`src/wrvfm_pkg.sv`:
```
// ----------------------------------------------------------------------------
// wrvfm_pkg
// Types, constants and helpers for the wireless receiver voltage fault monitor.
// ----------------------------------------------------------------------------
package wrvfm_pkg;

  localparam int COUNT_WIDTH = 8;
  localparam int CNT_W1      = COUNT_WIDTH + 1;
  localparam int TICK_W      = 8;
  localparam int LIM_W       = (COUNT_WIDTH > TICK_W) ? COUNT_WIDTH : TICK_W;
  localparam logic [COUNT_WIDTH-1:0] CNT_MAX = '1;

  localparam int PADDR_W = 5;
  localparam int PDATA_W = 32;
  localparam int PROD_W  = 24;

  localparam logic [2:0] REG_VOUT_RATIO     = 3'd0;
  localparam logic [2:0] REG_IGNORE_CURRENT = 3'd1;
  localparam logic [2:0] REG_VOUT_TICKS     = 3'd2;
  localparam logic [2:0] REG_DIFF_TICKS     = 3'd3;
  localparam logic [2:0] REG_DIFF_LIMIT     = 3'd4;
  localparam logic [2:0] REG_HIGH_VFC       = 3'd5;

  localparam logic [6:0]  RST_VOUT_RATIO     = 7'd81;
  localparam logic [12:0] RST_IGNORE_CURRENT = 13'd500;
  localparam logic [7:0]  RST_VOUT_TICKS     = 8'd10;
  localparam logic [7:0]  RST_DIFF_TICKS     = 8'd100;
  localparam logic [15:0] RST_DIFF_LIMIT     = 16'd2500;
  localparam logic [15:0] RST_HIGH_VFC       = 16'd12000;

  localparam logic [PROD_W-1:0] PCT_SCALE = 24'd100;

  typedef enum logic [1:0] {
    STATUS_NORMAL   = 2'd0,
    STATUS_IGNORE   = 2'd1,
    STATUS_ABNORMAL = 2'd2
  } status_t;

  typedef struct packed {
    logic [6:0]  vout_ratio_pct;
    logic [12:0] ignore_current_ma;
    logic [7:0]  vout_fault_ticks;
    logic [7:0]  diff_fault_ticks;
    logic [15:0] diff_limit_mv;
    logic [15:0] high_vfc_mv;
  } cfg_t;

  typedef struct packed {
    logic [15:0] out_volt_mv;
    logic [15:0] bus_volt_mv;
    logic [15:0] out_target_mv;
    logic [12:0] avg_current_ma;
    logic [15:0] main_rect_mv;
    logic [15:0] main_out_mv;
    logic        past_handshake;
    logic        boost_done;
    logic [15:0] vfc_target_mv;
    logic        sleep_enabled;
    logic        channel_on;
  } in_item_t;

  typedef struct packed {
    status_t status;
    logic    diff_excess;
    logic    want_limit;
    logic    channel_on;
  } class_t;

  typedef struct packed {
    status_t volt_status;
    logic    limit_power;
    logic    send_ept;
    logic    diff_fault;
  } out_item_t;

  function automatic logic [COUNT_WIDTH-1:0] clamp_limit(input logic [TICK_W-1:0] ticks);
    logic [LIM_W-1:0] t;
    t = LIM_W'(ticks);
    if (t > LIM_W'(CNT_MAX)) begin
      t = LIM_W'(CNT_MAX);
    end
    return COUNT_WIDTH'(t);
  endfunction

endpackage

```
`src/wrvfm_if.sv`:
```
// ----------------------------------------------------------------------------
// wrvfm_if
// Valid/ready channels for monitor ticks and tick results.
// ----------------------------------------------------------------------------
interface wrvfm_in_if;
  logic        valid;
  logic        ready;
  logic [15:0] out_volt_mv;
  logic [15:0] bus_volt_mv;
  logic [15:0] out_target_mv;
  logic [12:0] avg_current_ma;
  logic [15:0] main_rect_mv;
  logic [15:0] main_out_mv;
  logic        past_handshake;
  logic        boost_done;
  logic [15:0] vfc_target_mv;
  logic        sleep_enabled;
  logic        channel_on;

  modport source (
    output valid, out_volt_mv, bus_volt_mv, out_target_mv, avg_current_ma,
           main_rect_mv, main_out_mv, past_handshake, boost_done,
           vfc_target_mv, sleep_enabled, channel_on,
    input  ready
  );
  modport sink (
    input  valid, out_volt_mv, bus_volt_mv, out_target_mv, avg_current_ma,
           main_rect_mv, main_out_mv, past_handshake, boost_done,
           vfc_target_mv, sleep_enabled, channel_on,
    output ready
  );
endinterface

interface wrvfm_out_if;
  logic       valid;
  logic       ready;
  logic [1:0] volt_status;
  logic       limit_power;
  logic       send_ept;
  logic       diff_fault;

  modport source (
    output valid, volt_status, limit_power, send_ept, diff_fault,
    input  ready
  );
  modport sink (
    input  valid, volt_status, limit_power, send_ept, diff_fault,
    output ready
  );
endinterface

```
`src/wrvfm_regs.sv`:
```
// ----------------------------------------------------------------------------
// wrvfm_regs
// APB configuration register file for the fault monitor thresholds.
// ----------------------------------------------------------------------------
module wrvfm_regs (
  input  logic                          clk,
  input  logic                          rst,
  input  logic                          psel,
  input  logic                          penable,
  input  logic                          pwrite,
  input  logic [wrvfm_pkg::PADDR_W-1:0] paddr,
  input  logic [wrvfm_pkg::PDATA_W-1:0] pwdata,
  output logic [wrvfm_pkg::PDATA_W-1:0] prdata,
  output logic                          pready,
  output wrvfm_pkg::cfg_t               cfg
);

  logic [2:0] idx;
  logic       wr_en;

  assign idx    = paddr[4:2];
  assign wr_en  = psel && penable && pwrite;
  assign pready = 1'b1;

  always_ff @(posedge clk) begin
    if (rst) begin
      cfg.vout_ratio_pct    <= wrvfm_pkg::RST_VOUT_RATIO;
      cfg.ignore_current_ma <= wrvfm_pkg::RST_IGNORE_CURRENT;
      cfg.vout_fault_ticks  <= wrvfm_pkg::RST_VOUT_TICKS;
      cfg.diff_fault_ticks  <= wrvfm_pkg::RST_DIFF_TICKS;
      cfg.diff_limit_mv     <= wrvfm_pkg::RST_DIFF_LIMIT;
      cfg.high_vfc_mv       <= wrvfm_pkg::RST_HIGH_VFC;
    end else if (wr_en) begin
      unique case (idx)
        wrvfm_pkg::REG_VOUT_RATIO:     cfg.vout_ratio_pct    <= pwdata[6:0];
        wrvfm_pkg::REG_IGNORE_CURRENT: cfg.ignore_current_ma <= pwdata[12:0];
        wrvfm_pkg::REG_VOUT_TICKS:     cfg.vout_fault_ticks  <= pwdata[7:0];
        wrvfm_pkg::REG_DIFF_TICKS:     cfg.diff_fault_ticks  <= pwdata[7:0];
        wrvfm_pkg::REG_DIFF_LIMIT:     cfg.diff_limit_mv     <= pwdata[15:0];
        wrvfm_pkg::REG_HIGH_VFC:       cfg.high_vfc_mv       <= pwdata[15:0];
        default: ;
      endcase
    end
  end

  always_comb begin
    unique case (idx)
      wrvfm_pkg::REG_VOUT_RATIO:     prdata = 32'(cfg.vout_ratio_pct);
      wrvfm_pkg::REG_IGNORE_CURRENT: prdata = 32'(cfg.ignore_current_ma);
      wrvfm_pkg::REG_VOUT_TICKS:     prdata = 32'(cfg.vout_fault_ticks);
      wrvfm_pkg::REG_DIFF_TICKS:     prdata = 32'(cfg.diff_fault_ticks);
      wrvfm_pkg::REG_DIFF_LIMIT:     prdata = 32'(cfg.diff_limit_mv);
      wrvfm_pkg::REG_HIGH_VFC:       prdata = 32'(cfg.high_vfc_mv);
      default:                       prdata = '0;
    endcase
  end

endmodule

```
`src/wrvfm_classify.sv`:
```
// ----------------------------------------------------------------------------
// wrvfm_classify
// Per-tick voltage classification and rectifier difference check.
// ----------------------------------------------------------------------------
module wrvfm_classify (
  input  wrvfm_pkg::in_item_t item,
  input  wrvfm_pkg::cfg_t     cfg,
  output wrvfm_pkg::class_t   cls
);

  logic [15:0]                    vmax;
  logic [16:0]                    vmax_p1;
  logic [wrvfm_pkg::PROD_W-1:0]   prod;
  logic [wrvfm_pkg::PROD_W-1:0]   vmax_scaled;
  logic [16:0]                    diff_rhs;
  logic                           skip;

  // floor(p / 100) <= vmax  <=>  p < 100 * (vmax + 1)
  assign vmax        = (item.out_volt_mv >= item.bus_volt_mv) ? item.out_volt_mv
                                                              : item.bus_volt_mv;
  assign vmax_p1     = 17'(vmax) + 17'd1;
  assign prod        = wrvfm_pkg::PROD_W'(item.out_target_mv) *
                       wrvfm_pkg::PROD_W'(cfg.vout_ratio_pct);
  assign vmax_scaled = wrvfm_pkg::PROD_W'(vmax_p1) * wrvfm_pkg::PCT_SCALE;
  assign skip        = (item.out_volt_mv == 16'd0) || !item.boost_done ||
                       !item.past_handshake;

  always_comb begin
    if (skip) begin
      cls.status = wrvfm_pkg::STATUS_IGNORE;
    end else if (prod < vmax_scaled) begin
      cls.status = wrvfm_pkg::STATUS_NORMAL;
    end else if (item.avg_current_ma >= cfg.ignore_current_ma) begin
      cls.status = wrvfm_pkg::STATUS_IGNORE;
    end else begin
      cls.status = wrvfm_pkg::STATUS_ABNORMAL;
    end
  end

  assign diff_rhs        = 17'(item.main_out_mv) + 17'(cfg.diff_limit_mv);
  assign cls.diff_excess = 17'(item.main_rect_mv) >= diff_rhs;
  assign cls.want_limit  = !item.sleep_enabled && (item.vfc_target_mv >= cfg.high_vfc_mv);
  assign cls.channel_on  = item.channel_on;

endmodule

```
`src/wrvfm_pipe.sv`:
```
// ----------------------------------------------------------------------------
// wrvfm_pipe
// Input register, fault counters and result register.
// ----------------------------------------------------------------------------
module wrvfm_pipe (
  input  logic            clk,
  input  logic            rst,
  input  wrvfm_pkg::cfg_t cfg,
  wrvfm_in_if.sink        in_ch,
  wrvfm_out_if.source     out_ch
);

  logic                              s1_valid;
  wrvfm_pkg::in_item_t               s1_item;
  logic                              s2_valid;
  wrvfm_pkg::out_item_t              s2_item;
  logic [wrvfm_pkg::COUNT_WIDTH-1:0] low_vout_count;
  logic [wrvfm_pkg::COUNT_WIDTH-1:0] low_vout_count_next;
  logic [wrvfm_pkg::COUNT_WIDTH-1:0] diff_count;
  logic [wrvfm_pkg::COUNT_WIDTH-1:0] diff_count_next;
  wrvfm_pkg::out_item_t              res;
  wrvfm_pkg::class_t                 cls;
  wrvfm_pkg::in_item_t               in_item;
  logic [wrvfm_pkg::COUNT_WIDTH-1:0] lv_lim;
  logic [wrvfm_pkg::COUNT_WIDTH-1:0] df_lim;
  logic [wrvfm_pkg::CNT_W1-1:0]      lv_inc;
  logic [wrvfm_pkg::CNT_W1-1:0]      df_inc;
  logic                              s2_take;
  logic                              s1_adv;
  logic                              in_ready;

  assign in_item.out_volt_mv    = in_ch.out_volt_mv;
  assign in_item.bus_volt_mv    = in_ch.bus_volt_mv;
  assign in_item.out_target_mv  = in_ch.out_target_mv;
  assign in_item.avg_current_ma = in_ch.avg_current_ma;
  assign in_item.main_rect_mv   = in_ch.main_rect_mv;
  assign in_item.main_out_mv    = in_ch.main_out_mv;
  assign in_item.past_handshake = in_ch.past_handshake;
  assign in_item.boost_done     = in_ch.boost_done;
  assign in_item.vfc_target_mv  = in_ch.vfc_target_mv;
  assign in_item.sleep_enabled  = in_ch.sleep_enabled;
  assign in_item.channel_on     = in_ch.channel_on;

  assign s2_take     = !s2_valid || out_ch.ready;
  assign s1_adv      = s1_valid && s2_take;
  assign in_ready    = !s1_valid || s2_take;
  assign in_ch.ready = in_ready;

  wrvfm_classify u_classify (
    .item (s1_item),
    .cfg  (cfg),
    .cls  (cls)
  );

  assign lv_lim = wrvfm_pkg::clamp_limit(cfg.vout_fault_ticks);
  assign df_lim = wrvfm_pkg::clamp_limit(cfg.diff_fault_ticks);
  assign lv_inc = wrvfm_pkg::CNT_W1'(low_vout_count) + wrvfm_pkg::CNT_W1'(1);
  assign df_inc = wrvfm_pkg::CNT_W1'(diff_count) + wrvfm_pkg::CNT_W1'(1);

  always_comb begin
    res.volt_status     = cls.status;
    res.limit_power     = 1'b0;
    res.send_ept        = 1'b0;
    res.diff_fault      = 1'b0;
    low_vout_count_next = low_vout_count;
    diff_count_next     = diff_count;

    case (cls.status)
      wrvfm_pkg::STATUS_NORMAL: begin
        low_vout_count_next = '0;
      end
      wrvfm_pkg::STATUS_ABNORMAL: begin
        if (lv_inc < wrvfm_pkg::CNT_W1'(lv_lim)) begin
          low_vout_count_next = lv_inc[wrvfm_pkg::COUNT_WIDTH-1:0];
        end else begin
          low_vout_count_next = lv_lim;
          if (cls.want_limit) begin
            res.limit_power = 1'b1;
          end else if (cls.channel_on) begin
            res.send_ept = 1'b1;
          end
        end
      end
      default: ;
    endcase

    if (!cls.diff_excess) begin
      diff_count_next = '0;
    end else if (df_inc < wrvfm_pkg::CNT_W1'(df_lim)) begin
      diff_count_next = df_inc[wrvfm_pkg::COUNT_WIDTH-1:0];
    end else begin
      diff_count_next = '0;
      res.diff_fault  = 1'b1;
    end
  end

  always_ff @(posedge clk) begin
    if (rst) begin
      s1_valid       <= 1'b0;
      s2_valid       <= 1'b0;
      low_vout_count <= '0;
      diff_count     <= '0;
    end else begin
      if (in_ready) begin
        s1_valid <= in_ch.valid;
      end
      if (s2_take) begin
        s2_valid <= s1_valid;
      end
      if (s1_adv) begin
        low_vout_count <= low_vout_count_next;
        diff_count     <= diff_count_next;
      end
    end
  end

  always_ff @(posedge clk) begin
    if (in_ready && in_ch.valid) begin
      s1_item <= in_item;
    end
    if (s1_adv) begin
      s2_item <= res;
    end
  end

  assign out_ch.valid       = s2_valid;
  assign out_ch.volt_status = s2_item.volt_status;
  assign out_ch.limit_power = s2_item.limit_power;
  assign out_ch.send_ept    = s2_item.send_ept;
  assign out_ch.diff_fault  = s2_item.diff_fault;

endmodule

```
`src/wireless_rx_voltage_fault_monitor_top.sv`:
```
// ----------------------------------------------------------------------------
// wireless_rx_voltage_fault_monitor_top
// Output voltage and rectifier difference fault monitor, one tick per transaction.
// ----------------------------------------------------------------------------
//  channel  | dir | handshake      | payload
//  in_ch    | in  | valid/ready    | voltages, current, status flags of one tick
//  out_ch   | out | valid/ready    | volt_status, limit_power, send_ept, diff_fault
//  apb      | in  | psel/penable   | six threshold registers at 4*i, pready tied high
//
//  One tick per cycle sustained while out_ch.ready stays high; each tick passes the
//  input register, then the result register through the classify/counter logic.
//  Synchronous reset clears both counters, empties both stages, and loads
//  register defaults. A stalled result holds in the result register while the
//  input register still takes one more tick; in_ch.ready drops only when both are full.
// ----------------------------------------------------------------------------
module wireless_rx_voltage_fault_monitor_top (
  input  logic                          clk,
  input  logic                          rst,
  wrvfm_in_if.sink                      in_ch,
  wrvfm_out_if.source                   out_ch,
  input  logic                          psel,
  input  logic                          penable,
  input  logic                          pwrite,
  input  logic [wrvfm_pkg::PADDR_W-1:0] paddr,
  input  logic [wrvfm_pkg::PDATA_W-1:0] pwdata,
  output logic [wrvfm_pkg::PDATA_W-1:0] prdata,
  output logic                          pready
);

  wrvfm_pkg::cfg_t cfg;

  wrvfm_regs u_regs (
    .clk     (clk),
    .rst     (rst),
    .psel    (psel),
    .penable (penable),
    .pwrite  (pwrite),
    .paddr   (paddr),
    .pwdata  (pwdata),
    .prdata  (prdata),
    .pready  (pready),
    .cfg     (cfg)
  );

  wrvfm_pipe u_pipe (
    .clk    (clk),
    .rst    (rst),
    .cfg    (cfg),
    .in_ch  (in_ch),
    .out_ch (out_ch)
  );

endmodule

```
`src/flat_wrapper.sv`:
```
// flat-port wrapper written by rule: the top's interface ports become plain ports
module wireless_rx_voltage_fault_monitor_top_flat 
  (clk, rst, psel, penable, pwrite, paddr, pwdata, prdata, pready, in_ch_valid, in_ch_out_volt_mv, in_ch_bus_volt_mv, in_ch_out_target_mv, in_ch_avg_current_ma, in_ch_main_rect_mv, in_ch_main_out_mv, in_ch_past_handshake, in_ch_boost_done, in_ch_vfc_target_mv, in_ch_sleep_enabled, in_ch_channel_on, in_ch_ready, out_ch_valid, out_ch_volt_status, out_ch_limit_power, out_ch_send_ept, out_ch_diff_fault, out_ch_ready);
  wrvfm_in_if in_ch_i ();
  wrvfm_out_if out_ch_i ();
  input  logic clk;
  input  logic rst;
  input  logic psel;
  input  logic penable;
  input  logic pwrite;
  input  logic [wrvfm_pkg::PADDR_W-1:0] paddr;
  input  logic [wrvfm_pkg::PDATA_W-1:0] pwdata;
  output logic [wrvfm_pkg::PDATA_W-1:0] prdata;
  output logic pready;
  input wire logic [$bits(in_ch_i.valid)-1:0] in_ch_valid;
  input wire logic [$bits(in_ch_i.out_volt_mv)-1:0] in_ch_out_volt_mv;
  input wire logic [$bits(in_ch_i.bus_volt_mv)-1:0] in_ch_bus_volt_mv;
  input wire logic [$bits(in_ch_i.out_target_mv)-1:0] in_ch_out_target_mv;
  input wire logic [$bits(in_ch_i.avg_current_ma)-1:0] in_ch_avg_current_ma;
  input wire logic [$bits(in_ch_i.main_rect_mv)-1:0] in_ch_main_rect_mv;
  input wire logic [$bits(in_ch_i.main_out_mv)-1:0] in_ch_main_out_mv;
  input wire logic [$bits(in_ch_i.past_handshake)-1:0] in_ch_past_handshake;
  input wire logic [$bits(in_ch_i.boost_done)-1:0] in_ch_boost_done;
  input wire logic [$bits(in_ch_i.vfc_target_mv)-1:0] in_ch_vfc_target_mv;
  input wire logic [$bits(in_ch_i.sleep_enabled)-1:0] in_ch_sleep_enabled;
  input wire logic [$bits(in_ch_i.channel_on)-1:0] in_ch_channel_on;
  output wire logic [$bits(in_ch_i.ready)-1:0] in_ch_ready;
  output wire logic [$bits(out_ch_i.valid)-1:0] out_ch_valid;
  output wire logic [$bits(out_ch_i.volt_status)-1:0] out_ch_volt_status;
  output wire logic [$bits(out_ch_i.limit_power)-1:0] out_ch_limit_power;
  output wire logic [$bits(out_ch_i.send_ept)-1:0] out_ch_send_ept;
  output wire logic [$bits(out_ch_i.diff_fault)-1:0] out_ch_diff_fault;
  input wire logic [$bits(out_ch_i.ready)-1:0] out_ch_ready;
  assign in_ch_i.valid = in_ch_valid;
  assign in_ch_i.out_volt_mv = in_ch_out_volt_mv;
  assign in_ch_i.bus_volt_mv = in_ch_bus_volt_mv;
  assign in_ch_i.out_target_mv = in_ch_out_target_mv;
  assign in_ch_i.avg_current_ma = in_ch_avg_current_ma;
  assign in_ch_i.main_rect_mv = in_ch_main_rect_mv;
  assign in_ch_i.main_out_mv = in_ch_main_out_mv;
  assign in_ch_i.past_handshake = in_ch_past_handshake;
  assign in_ch_i.boost_done = in_ch_boost_done;
  assign in_ch_i.vfc_target_mv = in_ch_vfc_target_mv;
  assign in_ch_i.sleep_enabled = in_ch_sleep_enabled;
  assign in_ch_i.channel_on = in_ch_channel_on;
  assign in_ch_ready = in_ch_i.ready;
  assign out_ch_valid = out_ch_i.valid;
  assign out_ch_volt_status = out_ch_i.volt_status;
  assign out_ch_limit_power = out_ch_i.limit_power;
  assign out_ch_send_ept = out_ch_i.send_ept;
  assign out_ch_diff_fault = out_ch_i.diff_fault;
  assign out_ch_i.ready = out_ch_ready;
  wireless_rx_voltage_fault_monitor_top u_core (.clk(clk), .rst(rst), .in_ch(in_ch_i), .out_ch(out_ch_i), .psel(psel), .penable(penable), .pwrite(pwrite), .paddr(paddr), .pwdata(pwdata), .prdata(prdata), .pready(pready));
endmodule
```
`config.mk`:
```
export PLATFORM = sky130hd
export DESIGN_NAME = wireless_rx_voltage_fault_monitor_top_flat
export DESIGN_NICKNAME = d
export VERILOG_FILES = /design/src/wrvfm_pkg.sv /design/src/wrvfm_if.sv /design/src/wrvfm_regs.sv /design/src/wrvfm_classify.sv /design/src/wrvfm_pipe.sv /design/src/wireless_rx_voltage_fault_monitor_top.sv /design/src/flat_wrapper.sv
export SDC_FILE = /design/constraint.sdc
export NUM_CORES = 1
export LEC_CHECK = 0
export BUFFER_PORTS_ARGS = -buffer_cell sky130_fd_sc_hd__buf_2
export CELL_PAD_IN_SITES_DETAIL_PLACEMENT = 1
export CELL_PAD_IN_SITES_GLOBAL_PLACEMENT = 1
export CORE_UTILIZATION = 46
export CTS_BUF_LIST = sky130_fd_sc_hd__clkbuf_4
export CTS_CLUSTER_SIZE = 20
export DETAILED_ROUTE_END_ITERATION = 7
export MAX_ROUTING_LAYER = met4
export PLACE_DENSITY = 0.86
export SYNTH_ARGS = -nofsm -noshare
export SYNTH_HDL_FRONTEND = slang
export SYNTH_HIERARCHICAL = 1
export SYNTH_SLANG_ARGS = --single-unit
```
`constraint.sdc`:
```
create_clock -name clk -period 21.3 [get_ports clk]
set_input_delay 4.26 -clock clk [delete_from_list [all_inputs] [get_ports clk]]
set_output_delay 4.26 -clock clk [all_outputs]
set_load 0.01 [all_outputs]
```
==> impl_metrics.toml, run 1 <==
[floorplanning]
core_area_sq_mm = 0.03591
rows = 69
dieWidth_um = 193.9
dieHeight_um = 193.9
start_util_pct = 47.16
die_area_sq_mm = 0.03759
ios = 197

[detailed_routing]
drt-wirelength-per-cell_um = 18.90
ant_nets = 0
wl_um = 45830
drtPass1Iterations = 7
drt_iter0_drc = 616
vias = 13500
viasPerCell = 5.567
drc_errors = 0

[grt]
grt_pass1_wl_um = 74080
track_usage_pct = 25.26
grt_pass1_vias = 14840
grt_max_degree = 110
antenna_found_initial = 6
grt_overflow_total = 0

[synth]
yosysUniqueCellTypes = 95
synth_area_sq_mm = 0.01694
avgSynthCellArea_sq_um = 9.723
synthFlopType = "edfxtp_1"
synth-seq-cells = 204
synth_edf_count = 118
ys_warn_count = 6
synthCells = 1742
yosysSeqAreaShare_pct = 31.09
async_flop_share_pct = 0

[power_and_ir_drop]
power_density_mw_per_mm2 = 79.79
p_leak_nw = 8.709
max-vdd-ir-drop_mv = 0.04847

[finish]
final_util_pct = 52.26
fin_nets = 2358
nFillCells = 4140
final_common_cell = "ha_1"
layout.cells.non_filler = 2425
layout_common_cells = "208 x ha_1, 190 x inv_1, 161 x buf_2"
area_delta_synth_final_pct = 10.82
drive_gt1_share_pct = 15.59

[timing]
fin_skew_ns = 0.07540
fin_crit_ns = 10.66
setup_viol_count_final = 0
max_freq_mhz = 93.77
fin_tns_setup_ns = 0
finalMaxSlewViolations = 0
rsz0062_at_grt = "false"
slew_headroom_pct = 28.84
worst_slew_pin_slew_ns = 1.065
hold_viol = 0
period_share_pct = 50.07

[setup_path]
worst-path-max-fanout = 43
cp.arrival_ns = 11.31
crit_top_cell = "ha_1"
crit_buf_inv = 4
crit_slowest_cell = "a2111oi_0"
critical_path.top_delay_family = "compound AO/OA/AOI/OAI gates"
timing.rr.end = "u_core/u_pipe/low_vout_count[2]"
r2r_setup_slack_ns = 10.64
endpoint_kind = "register"
cpPeakStageDelay_ns = 0.80
crit_type = "register to register"
required_ns = 21.94
cp-start-kind = "register"
r2r.worst_path.cells = 41
reg2reg_from = "u_core/u_pipe/s1_item[107]"

[cts]
clk_latency_ns = 0.79
htreeDepth = 2
post-cts-setup-buffer-count = 0
ctsResizeCount = 0
clkSlewWorstSetupHoldPaths_ns = 0.07
cts_tree = "built"
cts.path.max_buffers = 3
clock-root-buffer = "clkbuf_4"
hold_buffers = 0
cts-buffers-inserted = 57
cts.sinks = 204

[placement]
dp_hpwl_um = 35400
portBuffers = 161
place_congestion = 0.9199
dp_cells = 2313

[run_status]
status = "finished, final reports clean"

[min_path]
whs_path_depth = 2
min_from = "u_core/u_pipe/diff_count[4]"
min_path_type = "register to register"
min_to = "u_core/u_pipe/diff_count[4]"

[flow_run]
maxCapViolCount = 0
[worst max path at each step]
stage                                    start                               to  slack (ns)  cells past startpoint
global route         u_core/u_pipe/s1_item[97]  u_core/u_pipe/low_vout_count[2]        9.84                     44
CTS                  u_core/u_pipe/s1_item[97]  u_core/u_pipe/low_vout_count[2]       10.58                     43
detailed placement   u_core/u_pipe/s1_item[97]  u_core/u_pipe/low_vout_count[2]       10.62                     43
floorplan                             paddr[2]                        prdata[0]       11.85                      5
global placement                      paddr[2]                        prdata[0]       10.77                      5
finish              u_core/u_pipe/s1_item[107]  u_core/u_pipe/low_vout_count[2]       10.64                     41
[area by class of cell]
cell class | count | area, sq um | share of cell area (%)
antenna | 7 | 17.52 | 0.09333
clock buffer | 82 | 615.6 | 3.280
clock inverter | 23 | 125.1 | 0.6666
inverter | 191 | 716.9 | 3.820
multi-input combinational | 1291 | 10610 | 56.52
sequential | 204 | 5265 | 28.05
tap | 461 | 576.8 | 3.073
timing repair buffer | 166 | 843.3 | 4.493
[layer usage]
layer | track usage, % | vias up | part of all wire [%]
li1 | - | 6437 | -
met2 | 45.75 | 322 | 53
met1 | 27.64 | 6638 | 40
met3 | 3.844 | 103 | 4.1
met4 | 10.11 | 0 | 3.3
met5 | - | - | 0
[synthesized netlist by cell type (41+ instances only)]
cell | count | area, sq um
fa_1 | 82 | 1642
inv_1 | 190 | 713.2
dfxtp_1 | 86 | 1722
o21ai_0 | 70 | 350.3
a21oi_1 | 82 | 410.4
nor2_1 | 105 | 394.1
xnor2_1 | 43 | 376.6
mux2i_1 | 65 | 650.6
ha_1 | 208 | 2603
nand2_1 | 140 | 525.5
edfxtp_1 | 118 | 3543
nand3_1 | 50 | 250.2
nand2b_1 | 41 | 256.5
[kinds of logic after synthesis]
| logic type | synth area share (%) |
|---|---|
| compound gates | 12.39 |
| xor+xnor | 4.085 |
| fa+ha+maj | 25.06 |
| buf+inv | 6.626 |
| flops | 31.09 |
| mux | 5.393 |
| other cells | 0.04434 |
| simple gates | 15.32 |
[worst min-delay path, delay by kind of cell, from the launching register on]
family             cells  cell delay (ns)
DFF                    1             0.33
AOI/OAI and AO/OA      1             0.05
and+or+nand+nor        1             0.07
[power by group]
group | switching [mW] | internal [mW] | leakage [nW] | total [mW]
registers | 0.0131 | 0.434 | 1.85 | 0.447
logic | 0.382 | 0.298 | 6.42 | 0.680
clock network | 0.181 | 0.190 | 0.443 | 0.371
[sequential cells by signal (all words and copies together) (netlist names)]
| register | cells |
|---|---|
| u_core/u_pipe/diff_count | 8 |
| u_core/u_pipe/low_vout_count | 8 |
| u_core/u_pipe/out_ch.valid | 1 |
| u_core/u_regs/cfg | 68 |
| u_core/u_pipe/out_ch.diff_fault | 1 |
| u_core/u_pipe/out_ch.volt_status | 2 |
| u_core/u_pipe/s1_item | 113 |
| u_core/u_pipe/s1_valid | 1 |
| u_core/u_pipe/out_ch.send_ept | 1 |
| u_core/u_pipe/out_ch.limit_power | 1 |
[through the flow]
stage                     hold slack (ns)  instance area [sq um]  setup WS [ns]  total power [mW]
after floorplan                    0.4576                  16990          11.85            0.9696
after global placement             0.4700                  18010          10.77             1.093
after detailed placement           0.4824                  18010          10.62             1.135
after CTS                          0.4919                  18750          10.58             1.518
after global routing               0.5174                  18770          9.845             1.629
final                              0.4963                  18770          10.64             1.498
No activity file was read; power rests on OpenSTA's default activity.
==> run 2, diff against run 1 <==
==> constraint.sdc (replaced) <==
create_clock -name clk -period 10.75 [get_ports clk]
set_input_delay 2.15 -clock clk [delete_from_list [all_inputs] [get_ports clk]]
set_output_delay 2.15 -clock clk [all_outputs]
set_load 0.01 [all_outputs]
==> impl_metrics.toml, run 2 (synthesis gave the netlist of run 1 again) <==
[flow_run]
maxCapViolCount = 0

[finish]
nFillCells = 4187
final_util_pct = 52.36
multi_input_comb_area_sq_mm = 0.01061
register_area_sq_mm = 0.005265
layout.cells.non_filler = 2431
area_delta_synth_final_pct = 11.03
layout_common_cells = "208 x ha_1, 190 x inv_1, 161 x buf_2"
final_common_cell = "ha_1"
fin_nets = 2362
top_register = "u_core/u_pipe/s1_item"
drive_gt1_share_pct = 16.04
largest_reg_flops = 113
top_regs = "u_core/u_pipe/s1_item x113, u_core/u_regs/cfg x68"

[cts]
cts-buffers-inserted = 58
clk_latency_ns = 0.83
cts.path.max_buffers = 3
cts_tree = "built"
htreeDepth = 2
hold_buffers = 0
clkSlewWorstSetupHoldPaths_ns = 0.06
cts.sinks = 204
ctsResizeCount = 0
clock-root-buffer = "clkbuf_4"
post-cts-setup-buffer-count = 0

[detailed_routing]
wl_um = 46930
drt-wirelength-per-cell_um = 19.30
vias = 13650
drtPass1Iterations = 5
drt_iter0_drc = 687
viasPerCell = 5.613
drc_errors = 0
ant_nets = 0

[setup_path]
cp.arrival_ns = 10.33
endpoint_kind = "register"
cp-start-kind = "register"
crit_type = "register to register"
cpPeakStageDelay_ns = 0.64
worst-path-max-fanout = 9
required_ns = 11.39
crit_top_cell = "ha_1"
crit_slowest_cell = "nor4b_2"
critical_path.top_delay_family = "compound AO/OA/AOI/OAI gates"
crit_buf_inv = 5

[grt]
grt_pass1_wl_um = 75910
grt_pass1_vias = 15120
antenna_found_initial = 6
track_usage_pct = 25.97
grt_overflow_total = 0
grt_max_degree = 107

[timing]
hold_viol = 0
fin_crit_ns = 9.693
fin_tns_setup_ns = 0
setup_viol_count_final = 0
slew_headroom_pct = 25.33
worst_slew_pin_slew_ns = 1.118
max_freq_mhz = 103.2
rsz0062_at_grt = "false"
finalMaxSlewViolations = 0
fin_skew_ns = 0.1118
period_share_pct = 90.16

[power_and_ir_drop]
p_leak_nw = 8.737
power_density_mw_per_mm2 = 160.3
max-vdd-ir-drop_mv = 0.1015

[floorplanning]
dieHeight_um = 193.9
start_util_pct = 47.16
ios = 197
core_area_sq_mm = 0.03591
dieWidth_um = 193.9
die_area_sq_mm = 0.03759
rows = 69

[placement]
portBuffers = 161
place_congestion = 0.9090
dp_cells = 2316
dp_hpwl_um = 35980

[min_path]
min_path_type = "register to register"

[run_status]
status = "finished, final reports clean"
## run 2: worst min-delay path, stage by stage (launching register included)
cell and delay (ns):
dfxtp_1 0.34, nand2_1 0.07, a21oi_1 0.05
## run 2: metal layers
layer / track usage (%) / share of wire (%) / wire [um] / up-vias
li1: - / - / - / 6433
met1: 28.14 / 40 / 18730 / 6807
met2: 46.72 / 53 / 24850 / 291
met3: 3.931 / 3.6 / 1703 / 114
met4: 11.85 / 3.5 / 1641 / 0
met5: - / 0 / 0 / -
## run 2: where the power goes
group	internal [mW]	leakage, nW	switching [mW]
clock network	0.381	0.457	0.367
registers	0.860	1.85	0.0252
logic	0.601	6.43	0.779
## run 2: final timing paths
check	endpoint	startpoint	slack, ns	cells past startpoint
hold reg to reg	u_core/u_pipe/diff_count[1]	u_core/u_pipe/diff_count[1]	0.50	2
setup reg to reg	u_core/u_pipe/low_vout_count[7]	u_core/u_pipe/s1_item[97]	1.06	41
setup / recovery	u_core/u_pipe/low_vout_count[7]	u_core/u_pipe/s1_item[97]	1.06	41
hold / removal	u_core/u_pipe/diff_count[1]	u_core/u_pipe/diff_count[1]	0.50	2
## run 2: cell type report
| class | count | area share, % |
|---|---|---|
| Sequential cell | 204 | 28.00 |
| Antenna cell | 6 | 0.07984 |
| Tap cell | 461 | 3.067 |
| Multi-Input combinational cell | 1291 | 56.41 |
| Inverter | 191 | 3.812 |
| Timing Repair Buffer | 169 | 4.604 |
| Clock inverter | 19 | 0.4325 |
| Clock buffer | 90 | 3.593 |
## run 2: per-stage QoR
stage	setup WS [ns]	hold slack, ns	power, mW	area (sq um)
2_1_floorplan	1.901	0.4576	1.921	16990
3_3_place_gp	1.308	0.4699	2.183	18030
3_5_place_dp	1.019	0.4876	2.279	18030
4_1_cts	0.9544	0.4971	3.050	18790
5_1_grt	0.1683	0.5231	3.269	18810
6_report	1.057	0.4991	3.014	18810
==> run 3, diff against run 2 <==
--- a/config.mk
+++ b/config.mk
@@ -16,5 +16,4 @@
 export PLACE_DENSITY = 0.86
 export SYNTH_ARGS = -nofsm -noshare
 export SYNTH_HDL_FRONTEND = slang
-export SYNTH_HIERARCHICAL = 1
 export SYNTH_SLANG_ARGS = --single-unit
==> impl_metrics.toml, run 3 <==
[cts]
htreeDepth = 2
cts_tree = "built"
cts.sinks = 204
hold_buffers = 0
cts.path.max_buffers = 3
post-cts-setup-buffer-count = 0
clkSlewWorstSetupHoldPaths_ns = 0.06
ctsResizeCount = 0
clock-root-buffer = "clkbuf_4"
clk_latency_ns = 0.79
cts-buffers-inserted = 56

[floorplanning]
dieHeight_um = 191.5
die_area_sq_mm = 0.03667
ios = 197
core_area_sq_mm = 0.03548
dieWidth_um = 191.5
start_util_pct = 46.55
rows = 69

[detailed_routing]
wl_um = 44870
ant_nets = 0
drtPass1Iterations = 5
viasPerCell = 5.562
drc_errors = 0
vias = 13490
drt_iter0_drc = 499
drt-wirelength-per-cell_um = 18.50

[finish]
largest_reg_flops = 113
top_regs = "u_core.u_pipe.s1_item x113, u_core.u_regs.cfg x68"
area_delta_synth_final_pct = 11.79
design_area_sq_mm = 0.01847
drive_gt1_share_pct = 15.63
top_register = "u_core.u_pipe.s1_item"
final_common_cell = "inv_1"
layout_common_cells = "222 x inv_1, 212 x nand2_1, 208 x ha_1"
nFillCells = 4159
fin_nets = 2363

[synth]
synthCells = 1742
synthFlopType = "edfxtp_1"
synth_common_cells = "222 x inv_1, 212 x nand2_1, 208 x ha_1, 118 x edfxtp_1, 99 x nor2_1"
avgSynthCellArea_sq_um = 9.482
yosysTopAreaCellShare_pct = 21.45
synthMostInstantiatedCell = "inv_1"
synth_edf_count = 118
synth_area_leaders = "edfxtp_1 21%, ha_1 16%, dfxtp_1 10%, fa_1 9.9%, inv_1 5.0%"
synth_area_sq_mm = 0.01652
yosysUniqueCellTypes = 78
synth-seq-cells = 204
yosys.area.top_type = "edfxtp_1"
ys_warn_count = 0
yosysSeqAreaShare_pct = 31.88
async_flop_share_pct = 0

[setup_path]
timing.rr.end = "u_core.u_pipe.low_vout_count[6]"
crit_buf_inv = 2
critical_path.top_delay_family = "compound AO/OA/AOI/OAI gates"
required_ns = 11.38
r2r.worst_path.cells = 34
crit_slowest_cell = "a2111oi_1"
crit_path_start = "u_core.u_pipe.s1_item[99]"
crit_type = "register to register"
r2r_setup_slack_ns = 1.63
reg2reg_from = "u_core.u_pipe.s1_item[99]"
worst-path-max-fanout = 11
cp.arrival_ns = 9.76
endpoint_kind = "register"
cp-start-kind = "register"
cpPeakStageDelay_ns = 0.59
crit_top_cell = "ha_1"

[run_status]
status = "finished, final reports clean"

[timing]
rsz0062_at_grt = "false"
fin_skew_ns = 0.08658
setup_viol_count_final = 0
fin_tns_setup_ns = 0
slew_headroom_pct = 17.48
period_share_pct = 84.87
fin_crit_ns = 9.124
worst_slew_pin_slew_ns = 1.227
max_freq_mhz = 109.6
hold_viol = 0
finalMaxSlewViolations = 0

[min_path]
min_to = "u_core.u_regs.cfg[15]"
min_path_type = "register to register"
min_from = "u_core.u_regs.cfg[15]"
whs_path_depth = 2

[placement]
dp_hpwl_um = 35380
placed_area_sq_mm = 0.01768
place_congestion = 0.8707
portBuffers = 161

[grt]
grt_max_degree = 76
grt_pass1_wl_um = 73530
antenna_found_initial = 1
track_usage_pct = 26.17
grt_overflow_total = 0
grt_pass1_vias = 14870

[power_and_ir_drop]
p_leak_nw = 8.619
max-vdd-ir-drop_mv = 0.1152
power_density_mw_per_mm2 = 165.2

[flow_run]
maxCapViolCount = 0
==> run 3: changes by cell type after synthesis, moves of 12 or more <==
cell / delta
o21ai_0: -25
mux2i_1: -30
nand2b_1: -29
inv_1: +32
a21oi_1: +15
a211o_1: +17
nor2b_1: -17
buf_2: -12
nand2_1: +72
==> run 3: worst reg2reg max path, delay by kind of cell (launching register included) <==
family	cells	cell delay [ns]
xor+xnor	2	0.22
flops	1	0.48
buf+inv	2	0.10
simple gates	6	1.31
compound gates	16	4.16
fa+ha+maj	7	2.39
mux	1	0.32
==> run 3: cell families after synthesis <==
kind of cell             synth area share [%]
multiplexers                            3.803
AO/OA/AOI/OAI                           12.73
adder cells (fa/ha/maj)                 25.70
other                                 0.04547
AND/OR/NAND/NOR                         14.66
flip-flops                              31.88
XOR/XNOR                                4.136
buffers and inverters                   7.060
==> run 3: worst max-delay path by stage <==
stage	endpoint	slack, ns	cells past startpoint
after CTS	u_core.u_pipe.low_vout_count[6]	1.61	33
after global routing	u_core.u_pipe.low_vout_count[6]	0.78	34
after global placement	u_core.u_pipe.low_vout_count[6]	2.10	33
final	u_core.u_pipe.low_vout_count[6]	1.63	34
after detailed placement	u_core.u_pipe.low_vout_count[5]	1.76	33
after floorplan	u_core.u_pipe.low_vout_count[5]	2.75	39
==> run 3: power by group <==
| group | internal [mW] | total, mW | switching, mW |
|---|---|---|---|
| sequential | 0.861 | 0.889 | 0.0279 |
| clock | 0.415 | 0.771 | 0.356 |
| combinational | 0.600 | 1.39 | 0.792 |
==> run 3: area by class of cell <==
| type | count | area [sq um] | share of cell area, % |
|---|---|---|---|
| Tap cell | 461 | 576.8 | 3.124 |
| Inverter | 222 | 833.3 | 4.513 |
| Sequential cell | 204 | 5265 | 28.51 |
| Timing Repair Buffer | 167 | 850.8 | 4.608 |
| Multi-Input combinational cell | 1265 | 10150 | 54.97 |
| Antenna cell | 1 | 2.502 | 0.01355 |
| Clock inverter | 20 | 140.1 | 0.7589 |
| Clock buffer | 86 | 645.6 | 3.496 |
==> run 3: through the flow <==
stage                     hold WS, ns  power (mW)  utilization, %  worst slack (ns)  std cells
after detailed placement       0.4701       2.299           49.82             1.763       2319
after floorplan                0.4459       1.953               -             2.747       1757
after global routing           0.5030       3.324           52.04            0.7765       2426
after CTS                      0.4789       3.094           52.03             1.614       2425
after global placement         0.4626       2.209           49.82             2.097       2319
final                          0.4785       3.051           52.04             1.626       2426
==> run 3: per-layer routing <==
layer  GRT usage, %  vias up  part of all wire [%]
met5              -        -                     0
met4          9.249        0                   2.8
met3          3.837      107                   3.9
met2          49.33      301                    55
met1          27.44     6717                    38
li1               -     6368                     -
